### src/sv/lrk4_pkg.sv
// shared types, constants and the micro-program of the lorenz rk4 stepper
package lrk4_pkg;

   localparam int FRAC_BITS = 20;
   localparam int WORD_BITS = 32;
   localparam int PROD_BITS = 2 * WORD_BITS;
   localparam int Q_BITS    = PROD_BITS - FRAC_BITS;

   typedef logic signed [WORD_BITS-1:0] word_type;

   localparam word_type WORD_MAX = {1'b0, {(WORD_BITS-1){1'b1}}};
   localparam word_type WORD_MIN = {1'b1, {(WORD_BITS-1){1'b0}}};

   // ceil(2^33 / 3): floor(n/3) = (n * RECIP3) >> 33 for any 32-bit n
   localparam logic [WORD_BITS-1:0] RECIP3     = 32'hAAAA_AAAB;
   localparam int                   DIV3_SHIFT = 33;
   localparam int                   DIV6_SHIFT = 34;
   localparam logic [PROD_BITS-1:0] ROUND_BIAS = PROD_BITS'(1) << (FRAC_BITS - 1);

   // register reset values, Q12.20
   localparam logic [26:0] SIGMA_RST = 27'(10 << FRAC_BITS);
   localparam logic [27:0] RHO_RST   = 28'(28 << FRAC_BITS);
   localparam logic [24:0] BETA_RST  = 25'(((8 << FRAC_BITS) + 1) / 3);
   localparam logic [20:0] DT_RST    = 21'(1 << (FRAC_BITS - 5));
   localparam word_type    X_RST     = word_type'(15 << FRAC_BITS);
   localparam word_type    Y_RST     = word_type'(15 << FRAC_BITS);
   localparam word_type    Z_RST     = word_type'(36 << FRAC_BITS);

   // configuration register indexes
   localparam logic [1:0] CSR_SIGMA = 2'd0;
   localparam logic [1:0] CSR_RHO   = 2'd1;
   localparam logic [1:0] CSR_BETA  = 2'd2;
   localparam logic [1:0] CSR_DT    = 2'd3;

   // request commands
   localparam logic CMD_LOAD = 1'b0;
   localparam logic CMD_STEP = 1'b1;

   typedef enum logic [2:0] {
      OP_ADD,
      OP_SUB,
      OP_MUL,
      OP_DIV2,
      OP_DIV3,
      OP_DIV6
   } op_type;

   // operand / destination locations: below 16 the scratch memory, 16 and above registers
   typedef logic [4:0] loc_type;

   localparam loc_type L_P0    = 5'd0;
   localparam loc_type L_P1    = 5'd1;
   localparam loc_type L_P2    = 5'd2;
   localparam loc_type L_K0    = 5'd3;
   localparam loc_type L_K1    = 5'd4;
   localparam loc_type L_K2    = 5'd5;
   localparam loc_type L_T0    = 5'd6;
   localparam loc_type L_T1    = 5'd7;
   localparam loc_type L_T2    = 5'd8;
   localparam loc_type L_A0    = 5'd9;
   localparam loc_type L_A1    = 5'd10;
   localparam loc_type L_A2    = 5'd11;
   localparam loc_type L_S0    = 5'd16;
   localparam loc_type L_S1    = 5'd17;
   localparam loc_type L_S2    = 5'd18;
   localparam loc_type L_SIGMA = 5'd19;
   localparam loc_type L_RHO   = 5'd20;
   localparam loc_type L_BETA  = 5'd21;
   localparam loc_type L_DT    = 5'd22;
   localparam loc_type L_ZERO  = 5'd23;

   localparam int SCRATCH_DEPTH = 12;
   localparam int SCRATCH_AW    = 4;

   typedef struct packed {
      op_type  op;
      loc_type dst;
      loc_type src_a;
      loc_type src_b;
   } uop_type;

   localparam int          PC_BITS   = 7;
   localparam logic [6:0]  PROG_LAST = 7'd86;
   localparam logic [6:0]  U1_BASE   = 7'd12;
   localparam logic [6:0]  D2_BASE   = 7'd24;
   localparam logic [6:0]  U2_BASE   = 7'd36;
   localparam logic [6:0]  D3_BASE   = 7'd48;
   localparam logic [6:0]  U3_BASE   = 7'd60;
   localparam logic [6:0]  D4_BASE   = 7'd69;
   localparam logic [6:0]  U4_BASE   = 7'd81;

   function automatic uop_type mk(op_type op, loc_type d, loc_type a, loc_type b);
      uop_type u;
      u.op    = op;
      u.dst   = d;
      u.src_a = a;
      u.src_b = b;
      return u;
   endfunction

   // one evaluation of the field at point (x, y, z), scaled by dt, into k
   function automatic uop_type deriv_uop(logic [3:0] i, loc_type x, loc_type y, loc_type z);
      uop_type u;
      unique case (i)
         4'd0:    u = mk(OP_SUB, L_T0, y, x);
         4'd1:    u = mk(OP_MUL, L_T0, L_SIGMA, L_T0);
         4'd2:    u = mk(OP_MUL, L_K0, L_T0, L_DT);
         4'd3:    u = mk(OP_MUL, L_T1, L_RHO, x);
         4'd4:    u = mk(OP_SUB, L_T1, L_T1, y);
         4'd5:    u = mk(OP_MUL, L_T2, x, z);
         4'd6:    u = mk(OP_SUB, L_T1, L_T1, L_T2);
         4'd7:    u = mk(OP_MUL, L_K1, L_T1, L_DT);
         4'd8:    u = mk(OP_MUL, L_T2, x, y);
         4'd9:    u = mk(OP_MUL, L_T0, L_BETA, z);
         4'd10:   u = mk(OP_SUB, L_T2, L_T2, L_T0);
         default: u = mk(OP_MUL, L_K2, L_T2, L_DT);
      endcase
      return u;
   endfunction

   // after k1: p = s + k/2, acc = s + k/6
   function automatic uop_type upd1_uop(logic [3:0] i);
      uop_type u;
      unique case (i)
         4'd0:    u = mk(OP_DIV2, L_T0, L_K0, L_ZERO);
         4'd1:    u = mk(OP_ADD,  L_P0, L_S0, L_T0);
         4'd2:    u = mk(OP_DIV6, L_A0, L_K0, L_ZERO);
         4'd3:    u = mk(OP_ADD,  L_A0, L_S0, L_A0);
         4'd4:    u = mk(OP_DIV2, L_T1, L_K1, L_ZERO);
         4'd5:    u = mk(OP_ADD,  L_P1, L_S1, L_T1);
         4'd6:    u = mk(OP_DIV6, L_A1, L_K1, L_ZERO);
         4'd7:    u = mk(OP_ADD,  L_A1, L_S1, L_A1);
         4'd8:    u = mk(OP_DIV2, L_T2, L_K2, L_ZERO);
         4'd9:    u = mk(OP_ADD,  L_P2, L_S2, L_T2);
         4'd10:   u = mk(OP_DIV6, L_A2, L_K2, L_ZERO);
         default: u = mk(OP_ADD,  L_A2, L_S2, L_A2);
      endcase
      return u;
   endfunction

   // after k2: acc += k/3, p = s + k/2
   function automatic uop_type upd2_uop(logic [3:0] i);
      uop_type u;
      unique case (i)
         4'd0:    u = mk(OP_DIV3, L_T0, L_K0, L_ZERO);
         4'd1:    u = mk(OP_ADD,  L_A0, L_A0, L_T0);
         4'd2:    u = mk(OP_DIV2, L_T0, L_K0, L_ZERO);
         4'd3:    u = mk(OP_ADD,  L_P0, L_S0, L_T0);
         4'd4:    u = mk(OP_DIV3, L_T1, L_K1, L_ZERO);
         4'd5:    u = mk(OP_ADD,  L_A1, L_A1, L_T1);
         4'd6:    u = mk(OP_DIV2, L_T1, L_K1, L_ZERO);
         4'd7:    u = mk(OP_ADD,  L_P1, L_S1, L_T1);
         4'd8:    u = mk(OP_DIV3, L_T2, L_K2, L_ZERO);
         4'd9:    u = mk(OP_ADD,  L_A2, L_A2, L_T2);
         4'd10:   u = mk(OP_DIV2, L_T2, L_K2, L_ZERO);
         default: u = mk(OP_ADD,  L_P2, L_S2, L_T2);
      endcase
      return u;
   endfunction

   // after k3: acc += k/3, p = s + k
   function automatic uop_type upd3_uop(logic [3:0] i);
      uop_type u;
      unique case (i)
         4'd0:    u = mk(OP_DIV3, L_T0, L_K0, L_ZERO);
         4'd1:    u = mk(OP_ADD,  L_A0, L_A0, L_T0);
         4'd2:    u = mk(OP_ADD,  L_P0, L_S0, L_K0);
         4'd3:    u = mk(OP_DIV3, L_T1, L_K1, L_ZERO);
         4'd4:    u = mk(OP_ADD,  L_A1, L_A1, L_T1);
         4'd5:    u = mk(OP_ADD,  L_P1, L_S1, L_K1);
         4'd6:    u = mk(OP_DIV3, L_T2, L_K2, L_ZERO);
         4'd7:    u = mk(OP_ADD,  L_A2, L_A2, L_T2);
         default: u = mk(OP_ADD,  L_P2, L_S2, L_K2);
      endcase
      return u;
   endfunction

   // after k4: s = acc + k/6
   function automatic uop_type upd4_uop(logic [3:0] i);
      uop_type u;
      unique case (i)
         4'd0:    u = mk(OP_DIV6, L_T0, L_K0, L_ZERO);
         4'd1:    u = mk(OP_ADD,  L_S0, L_A0, L_T0);
         4'd2:    u = mk(OP_DIV6, L_T1, L_K1, L_ZERO);
         4'd3:    u = mk(OP_ADD,  L_S1, L_A1, L_T1);
         4'd4:    u = mk(OP_DIV6, L_T2, L_K2, L_ZERO);
         default: u = mk(OP_ADD,  L_S2, L_A2, L_T2);
      endcase
      return u;
   endfunction

   function automatic uop_type prog_rom(logic [PC_BITS-1:0] pc);
      uop_type u;
      priority if (pc < U1_BASE) begin
         u = deriv_uop(pc[3:0], L_S0, L_S1, L_S2);
      end else if (pc < D2_BASE) begin
         u = upd1_uop(4'(pc - U1_BASE));
      end else if (pc < U2_BASE) begin
         u = deriv_uop(4'(pc - D2_BASE), L_P0, L_P1, L_P2);
      end else if (pc < D3_BASE) begin
         u = upd2_uop(4'(pc - U2_BASE));
      end else if (pc < U3_BASE) begin
         u = deriv_uop(4'(pc - D3_BASE), L_P0, L_P1, L_P2);
      end else if (pc < D4_BASE) begin
         u = upd3_uop(4'(pc - U3_BASE));
      end else if (pc < U4_BASE) begin
         u = deriv_uop(4'(pc - D4_BASE), L_P0, L_P1, L_P2);
      end else begin
         u = upd4_uop(4'(pc - U4_BASE));
      end
      return u;
   endfunction

endpackage

### src/sv/lorenz_rk4_step.sv
// lorenz attractor integrator, one classical runge-kutta step per step request
//
// Keeps the Lorenz state (x, y, z) in signed Q12.20 and answers every request with
// the state as it stands afterwards. A request with tuser = 0 loads the state from
// tdata; tuser = 1 advances it by one fourth-order Runge-Kutta step with the gains
// sigma, rho, beta and step size dt from the register port. All arithmetic saturates
// to 32 bits and rsp_tuser flags any saturation during the request. A step runs as a
// micro-program of 87 operations (four field evaluations and the weighted updates) on
// one shared unit: a 32x32 multiplier, a saturating adder and a rounding/saturation
// stage. Each operation passes in turn through the scratch read, operand prep,
// execute and write back states; after the last one, as after a load, the block hands
// the state to the response register once that is free. Division of k by 3 and 6
// goes through the same multiplier as a reciprocal product. The block
// takes no request while a step is running; a finished response waits in its own
// register, and the next request is accepted while it waits.
module lorenz_rk4_step (
   input  logic        clock,
   input  logic        reset,
   // request channel
   input  logic        req_tvalid,
   output logic        req_tready,
   input  logic [95:0] req_tdata,   // load_x [31:0], load_y [63:32], load_z [95:64]
   input  logic        req_tuser,   // command: 0 load, 1 step
   // response channel
   output logic        rsp_tvalid,
   input  logic        rsp_tready,
   output logic [95:0] rsp_tdata,   // pos_x [31:0], pos_y [63:32], pos_z [95:64]
   output logic        rsp_tuser,   // overflow
   // register write port
   input  logic        csr_we,
   input  logic [1:0]  csr_index,
   input  logic [27:0] csr_wdata
);
   import lrk4_pkg::*;

   // sequencer: idle, one state per phase of a micro-operation, and done
   typedef enum logic [5:0] {
      ST_IDLE  = 6'b000001,
      ST_READ  = 6'b000010,
      ST_PREP  = 6'b000100,
      ST_EXEC  = 6'b001000,
      ST_WRITE = 6'b010000,
      ST_DONE  = 6'b100000
   } state_type;

   state_type state_ff, state_in;
   logic [PC_BITS-1:0] pc_ff, pc_in;

   // configuration
   logic [26:0] sigma_ff, sigma_in;
   logic [27:0] rho_ff,   rho_in;
   logic [24:0] beta_ff,  beta_in;
   logic [20:0] dt_ff,    dt_in;

   // integrator state
   word_type sx_ff, sx_in, sy_ff, sy_in, sz_ff, sz_in;

   // shared unit pipeline registers
   word_type                rd_a_ff, rd_b_ff;
   logic [WORD_BITS-1:0]    x_ff, x_in, y_ff, y_in;
   logic                    neg_ff, neg_in;
   logic [PROD_BITS-1:0]    prod_ff, prod_in;
   word_type                res_ff, res_in;
   logic                    sat_ff, sat_in;

   // response register
   logic        rsp_valid_ff, rsp_valid_in;
   logic [95:0] rsp_data_ff,  rsp_data_in;
   logic        rsp_sat_ff,   rsp_sat_in;

   // scratch memory for p, k, temporaries and accumulators
   word_type                 scratch_mem [SCRATCH_DEPTH];
   logic                     mem_we;
   logic [SCRATCH_AW-1:0]    mem_addr;
   word_type                 mem_wdata;

   uop_type  cur;
   word_type opa, opb;
   logic [WORD_BITS-1:0] ma, mb;
   logic [PROD_BITS-1:0] product, rnd;
   logic signed [WORD_BITS:0] sum;
   logic [Q_BITS-1:0] q;
   word_type wval;
   logic     wsat;
   logic     req_fire;

   function automatic word_type sel_operand(
      loc_type     code,
      word_type    mem,
      word_type    sx,
      word_type    sy,
      word_type    sz,
      logic [26:0] sig,
      logic [27:0] rho,
      logic [24:0] beta,
      logic [20:0] dt
   );
      word_type v;
      unique case (code)
         L_S0:    v = sx;
         L_S1:    v = sy;
         L_S2:    v = sz;
         L_SIGMA: v = word_type'({5'd0, sig});
         L_RHO:   v = word_type'({4'd0, rho});
         L_BETA:  v = word_type'({7'd0, beta});
         L_DT:    v = word_type'({11'd0, dt});
         L_ZERO:  v = '0;
         default: v = mem;
      endcase
      return v;
   endfunction

   assign cur        = prog_rom(pc_ff);
   assign req_tready = (state_ff == ST_IDLE);
   assign req_fire   = req_tvalid && req_tready;
   assign rsp_tvalid = rsp_valid_ff;
   assign rsp_tdata  = rsp_data_ff;
   assign rsp_tuser  = rsp_sat_ff;

   // operands come from the registered scratch read or from the register side
   assign opa = sel_operand(cur.src_a, rd_a_ff, sx_ff, sy_ff, sz_ff,
                            sigma_ff, rho_ff, beta_ff, dt_ff);
   assign opb = sel_operand(cur.src_b, rd_b_ff, sx_ff, sy_ff, sz_ff,
                            sigma_ff, rho_ff, beta_ff, dt_ff);
   assign ma  = opa[WORD_BITS-1] ? (~opa + 1'b1) : opa;
   assign mb  = opb[WORD_BITS-1] ? (~opb + 1'b1) : opb;

   // the one multiplier and the one adder
   assign product = PROD_BITS'(x_ff) * PROD_BITS'(y_ff);
   assign sum     = {x_ff[WORD_BITS-1], x_ff} + {y_ff[WORD_BITS-1], y_ff};

   // rounding and scaling of the product, depending on the operation
   assign rnd = prod_ff + ROUND_BIAS;
   always_comb begin
      unique case (cur.op)
         OP_DIV2: q = Q_BITS'(prod_ff >> 1);
         OP_DIV3: q = Q_BITS'(prod_ff >> DIV3_SHIFT);
         OP_DIV6: q = Q_BITS'(prod_ff >> DIV6_SHIFT);
         default: q = rnd[PROD_BITS-1:FRAC_BITS];
      endcase
   end

   // magnitude back to a signed word, saturating
   always_comb begin
      wsat = 1'b0;
      if (cur.op == OP_ADD || cur.op == OP_SUB) begin
         wval = res_ff;
      end else if (neg_ff) begin
         if (q > Q_BITS'({1'b1, {(WORD_BITS-1){1'b0}}})) begin
            wval = WORD_MIN;
            wsat = 1'b1;
         end else begin
            wval = word_type'(~q[WORD_BITS-1:0] + 1'b1);
         end
      end else begin
         if (q > Q_BITS'(WORD_MAX)) begin
            wval = WORD_MAX;
            wsat = 1'b1;
         end else begin
            wval = word_type'(q[WORD_BITS-1:0]);
         end
      end
   end

   always_comb begin
      state_in     = state_ff;
      pc_in        = pc_ff;
      sigma_in     = sigma_ff;
      rho_in       = rho_ff;
      beta_in      = beta_ff;
      dt_in        = dt_ff;
      sx_in        = sx_ff;
      sy_in        = sy_ff;
      sz_in        = sz_ff;
      x_in         = x_ff;
      y_in         = y_ff;
      neg_in       = neg_ff;
      prod_in      = prod_ff;
      res_in       = res_ff;
      sat_in       = sat_ff;
      rsp_valid_in = rsp_valid_ff && !rsp_tready;
      rsp_data_in  = rsp_data_ff;
      rsp_sat_in   = rsp_sat_ff;
      mem_we       = 1'b0;
      mem_addr     = cur.dst[SCRATCH_AW-1:0];
      mem_wdata    = wval;

      // register writes are taken at any time
      if (csr_we) begin
         unique case (csr_index)
            CSR_SIGMA: sigma_in = csr_wdata[26:0];
            CSR_RHO:   rho_in   = csr_wdata;
            CSR_BETA:  beta_in  = csr_wdata[24:0];
            CSR_DT:    dt_in    = csr_wdata[20:0];
            default:   ;
         endcase
      end

      unique case (state_ff)
         ST_IDLE: begin
            if (req_fire) begin
               sat_in = 1'b0;
               if (req_tuser == CMD_LOAD) begin
                  sx_in    = word_type'(req_tdata[31:0]);
                  sy_in    = word_type'(req_tdata[63:32]);
                  sz_in    = word_type'(req_tdata[95:64]);
                  state_in = ST_DONE;
               end else begin
                  pc_in    = '0;
                  state_in = ST_READ;
               end
            end
         end
         ST_READ: begin
            state_in = ST_PREP;
         end
         ST_PREP: begin
            // magnitudes and sign for the multiplier, negation for a subtract
            neg_in = opa[WORD_BITS-1];
            unique case (cur.op)
               OP_MUL: begin
                  x_in   = ma;
                  y_in   = mb;
                  neg_in = opa[WORD_BITS-1] ^ opb[WORD_BITS-1];
               end
               OP_DIV2: begin
                  x_in = ma + 1'b1;
                  y_in = RECIP3;
               end
               OP_DIV3: begin
                  x_in = ma + 1'b1;
                  y_in = RECIP3;
               end
               OP_DIV6: begin
                  x_in = ma + WORD_BITS'(3);
                  y_in = RECIP3;
               end
               OP_ADD: begin
                  x_in = opa;
                  y_in = opb;
               end
               OP_SUB: begin
                  x_in = opa;
                  // negating the most negative word saturates and counts
                  if (opb == WORD_MIN) begin
                     y_in   = WORD_MAX;
                     sat_in = 1'b1;
                  end else begin
                     y_in = ~opb + 1'b1;
                  end
               end
               default: ;
            endcase
            state_in = ST_EXEC;
         end
         ST_EXEC: begin
            prod_in = (cur.op == OP_DIV2) ? PROD_BITS'(x_ff) : product;
            if (sum > (WORD_BITS+1)'(WORD_MAX)) begin
               res_in = WORD_MAX;
            end else if (sum < (WORD_BITS+1)'(WORD_MIN)) begin
               res_in = WORD_MIN;
            end else begin
               res_in = sum[WORD_BITS-1:0];
            end
            if ((cur.op == OP_ADD || cur.op == OP_SUB) &&
                (sum[WORD_BITS] != sum[WORD_BITS-1])) begin
               sat_in = 1'b1;
            end
            state_in = ST_WRITE;
         end
         ST_WRITE: begin
            if (wsat) begin
               sat_in = 1'b1;
            end
            if (!cur.dst[4]) begin
               mem_we = 1'b1;
            end else if (cur.dst == L_S0) begin
               sx_in = wval;
            end else if (cur.dst == L_S1) begin
               sy_in = wval;
            end else if (cur.dst == L_S2) begin
               sz_in = wval;
            end
            if (pc_ff == PROG_LAST) begin
               state_in = ST_DONE;
            end else begin
               pc_in    = pc_ff + 1'b1;
               state_in = ST_READ;
            end
         end
         ST_DONE: begin
            // hand the state over once the response register is free
            if (!rsp_valid_ff || rsp_tready) begin
               rsp_valid_in = 1'b1;
               rsp_data_in  = {sz_ff, sy_ff, sx_ff};
               rsp_sat_in   = sat_ff;
               state_in     = ST_IDLE;
            end
         end
         default: state_in = ST_IDLE;
      endcase
   end

   // control and architectural state
   always_ff @(posedge clock) begin
      if (reset) begin
         state_ff     <= ST_IDLE;
         pc_ff        <= '0;
         sigma_ff     <= SIGMA_RST;
         rho_ff       <= RHO_RST;
         beta_ff      <= BETA_RST;
         dt_ff        <= DT_RST;
         sx_ff        <= X_RST;
         sy_ff        <= Y_RST;
         sz_ff        <= Z_RST;
         sat_ff       <= 1'b0;
         rsp_valid_ff <= 1'b0;
      end else begin
         state_ff     <= state_in;
         pc_ff        <= pc_in;
         sigma_ff     <= sigma_in;
         rho_ff       <= rho_in;
         beta_ff      <= beta_in;
         dt_ff        <= dt_in;
         sx_ff        <= sx_in;
         sy_ff        <= sy_in;
         sz_ff        <= sz_in;
         sat_ff       <= sat_in;
         rsp_valid_ff <= rsp_valid_in;
      end
   end

   // datapath payload, no reset
   always_ff @(posedge clock) begin
      x_ff        <= x_in;
      y_ff        <= y_in;
      neg_ff      <= neg_in;
      prod_ff     <= prod_in;
      res_ff      <= res_in;
      rsp_data_ff <= rsp_data_in;
      rsp_sat_ff  <= rsp_sat_in;
   end

   // scratch memory: one write port, two registered read ports
   always_ff @(posedge clock) begin
      if (mem_we) begin
         scratch_mem[mem_addr] <= mem_wdata;
      end
      if (state_ff == ST_READ) begin
         rd_a_ff <= scratch_mem[cur.src_a[SCRATCH_AW-1:0]];
         rd_b_ff <= scratch_mem[cur.src_b[SCRATCH_AW-1:0]];
      end
   end

endmodule
### config.mk
export PLATFORM = sky130hd
export DESIGN_NAME = lorenz_rk4_step
export DESIGN_NICKNAME = d
export VERILOG_FILES = /design/src/sv/lrk4_pkg.sv /design/src/sv/lorenz_rk4_step.sv
export SDC_FILE = /design/constraint.sdc
export NUM_CORES = 2
export LEC_CHECK = 0
export CAP_MARGIN = 0
export CELL_PAD_IN_SITES_DETAIL_PLACEMENT = 0
export CELL_PAD_IN_SITES_GLOBAL_PLACEMENT = 1
export CORE_MARGIN = 2
export CORE_UTILIZATION = 51
export DETAILED_ROUTE_END_ITERATION = 10
export DONT_BUFFER_PORTS = 1
export PLACE_DENSITY_LB_ADDON = 0.12
export SETUP_SLACK_MARGIN = 0.2
export SYNTH_ARGS = -nofsm -noshare
export SYNTH_HDL_FRONTEND = slang
export SYNTH_SLANG_ARGS = --single-unit
### constraint.sdc
create_clock -name clock -period 12.24 [get_ports clock]
set_input_delay 0.612 -clock clock [delete_from_list [all_inputs] [get_ports clock]]
set_output_delay 0.612 -clock clock [all_outputs]
set_load 0.03 [all_outputs]
==> metrics <==
synthesized area between 0.08 and 0.09 mm²; Finish-stage setup viols 0; cell mode on critical path fa_1; reg-to-reg slack, setup 1790 ps; row cnt 150; Synth Area per Inst about 8.8 µm²; unrepaired setup endpoints after global routing no; GR Overflow Total 0; actual slew at the worst max-slew pin 1550 ps; # nets final 10758; worst-path maximum fanout 13; DR pass1 iterations 6; hold wc startpoint req_tdata[91]; dominant cell type by area after synthesis edfxtp_1; die area 0.171 mm²; # H-tree levels 3; clk sinks 935; #FFs+latches synth ~940; worst flop-to-flop path startpoint x_ff[9]$_DFFE_PP_; hpwl dp about 240 mm; total chip power 10.9 mW; max capacitance violation total 1; Die W 413 µm; CORE AREA 0.167 mm²; skew final between 30 and 40 ps; critical path capture point type register; vias in the first global route 72598; Post-Syn Instances 9672; sequential fraction of the synthesis area 30.2%; cells taking the most area after synthesis edfxtp_1 25%, fa_1 21%, nand2_1 9.5%, dfxtp_1 5.4%, ha_1 4.9%; largest net degree at the start of global routing 179; root buf cell clkbuf_16; outcome finished with violations; synthesis-to-finish area growth 7.17%; Post-CTS Repair Setup Buffers 0; Critical Path RT 12710 ps; Static Leakage 38.4 nW; CP Launch Point x_ff[9]$_DFFE_PP_; Tmin final 10450 ps; synth warn 0; failing checks max-capacitance violations, max-slew violations; clock latency on the worst-skew pair about 760 ps; final non-filler cell total 11693; syn nets 11039; DRT iter0 DRCs 8993; Worst-path clk slew ~70 ps; Initial Util 51.2%; EDFF count, synth between 700 and 800; crit path max-delay cell type edfxtp_1; Fin. Hold Viols 0; Critical Path Start Type register; first-pass GRT wire length ~490 mm; CTS tree yes; fin crit share 85.4%; post-CTS sizing 0; Hold Crit Class in -> reg; pwr/cell area 119 mW/mm²; drt drc 0; hold-fix buffer count after cts 34; antenna violations before repair 17; dpl cells 11461; Final Wtd Congestion about 1; Max Transition Viols Final 5; Largest register FFs 384; vias per cell 6.30; dominant synthesized flop cell edfxtp_1; Total Routing Usage GR 38.8%; Distinct cells, synth between 100 and 150; CP max stage delay 720 ps; asr flop ratio synth 0%; routed wire length 333 mm; f_max 95.7 MHz; critical path data arrival time 10930 ps; Setup CP Type reg -> reg; Ports ~230; Rel. slew slack -4.48%; Clock Tree Buf Depth 3; Die H 413 µm; layout cell share with drive strength beyond 1 about 6%; via count 73723; I/O Buffers 0; Reg with most FFs scratch_mem; post-route ant nets 0; Wirelength per Cell 28.4 µm; Num CTS Buffers 98; area share of the largest cell type after synthesis approximately 25%; IR drop worst, VDD 0.121 mV; setup TNS 0 ps
## critical path: cells and delay by family (launching register included)
family | cells | cell delay, ps
adders and majority gates | 10 | 4550
AOI/OAI and AO/OA | 11 | 3440
buffers and inverters | 7 | 730
DFF | 1 | 720
and+or+nand+nor | 4 | 550
xor gates and xnor gates | 1 | 150
## synth_stat cells (18+ instances only)
| cell | n |
|---|---|
| nand2_1 | 2167 |
| inv_1 | 1068 |
| fa_1 | 898 |
| edfxtp_1 | 705 |
| clkbuf_1 | 527 |
| a21oi_1 | 479 |
| nand3_1 | 479 |
| nor2_1 | 374 |
| ha_1 | 337 |
| o21ai_0 | 331 |
| and2_1 | 264 |
| dfxtp_1 | 230 |
| a31oi_1 | 131 |
| nor3_1 | 127 |
| xnor2_1 | 105 |
| and3_1 | 99 |
| a311oi_1 | 93 |
| mux2i_1 | 84 |
| xor2_1 | 81 |
| a211oi_1 | 73 |
| nand4_1 | 63 |
| buf_2 | 61 |
| a21o_1 | 46 |
| or3_1 | 46 |
| o211ai_1 | 45 |
| buf_1 | 44 |
| nand2b_1 | 37 |
| o31ai_1 | 35 |
| nor2b_1 | 34 |
| o22ai_1 | 33 |
| nor4_1 | 30 |
| a221oi_1 | 28 |
| o21a_1 | 28 |
| a22o_1 | 22 |
| o221ai_1 | 21 |
| a31o_2 | 18 |
| mux2_2 | 18 |
## through the flow
step	area, µm²	util, %	setup slack, ps	hold WS (ps)
finish	91600	54.9	1790	23.4
global route	91600	54.9	1230	31.0
CTS	91600	54.9	1860	1.17
detailed placement	87900	52.7	1920	444
global placement	87800	52.7	2040	443
floorplan	85500	-	3590	409
## layout make-up
cell class	count	area, µm²
antenna	15	37.5
fill	15189	75200
clock inverter	49	557
multi-input combinational	7015	53500
tap	2204	2760
sequential	935	25800
inverter	1074	4030
clock buffer	134	2790
timing repair buffer	267	2190
## logic make-up (layout without fill, tap and decap cells)
| kind of cell | count (synthesis) | count (layout) | share of synthesized area, % |
|---|---|---|---|
| flops | 935 | 935 | 30.2 |
| buf+inv | 1722 | 1524 | 7.74 |
| other cells | 0 | 15 | 0 |
| fa+ha+maj | 1235 | 1235 | 26.0 |
| simple gates | 3833 | 3833 | 20.0 |
| mux | 110 | 110 | 1.38 |
| compound gates | 1645 | 1645 | 12.7 |
| xor+xnor | 192 | 192 | 2.03 |
## power by group
group	switching [mW]	internal [mW]
combinational	2.61	1.35
sequential	0.139	3.65
clock	1.41	1.75
total	4.16	6.75
## cells in the final DEF (no fill, tap or decap), drive strengths merged, types with 64 or more instances in the layout
cell type  count
xnor2        110
a21oi        485
nand3        480
edfxtp       705
o21ai        343
fa           898
nand4         64
nand2       2169
nor3         129
ha           337
buf          234
a311oi        93
a211oi        77
and3          99
mux2i         84
xor2          81
nor2         377
clkbuf       134
inv         1074
dfxtp        230
and2         265
a31oi        134
## path summary, 6_finish.rpt
kind | end | depth (start not counted)
setup / recovery | prod_ff[60]$_SDFFCE_PN0N_ | 33
hold / removal | sz_ff[27]$_SDFFE_PP0P_ | 2
setup reg to reg | prod_ff[60]$_SDFFCE_PN0N_ | 33
hold reg to reg | rho_ff[2]$_SDFFE_PP0P_ | 2
## layer usage
metal / GRT usage [%] / wire (µm) / part of all wire [%]
met5: 0 / 28 / 0.0084
met4: 22.7 / 22600 / 6.8
met3: 7.10 / 31800 / 9.6
met2: 61.1 / 151000 / 45
met1: 50.1 / 127000 / 38
Power figures use the tool's default switching activity.
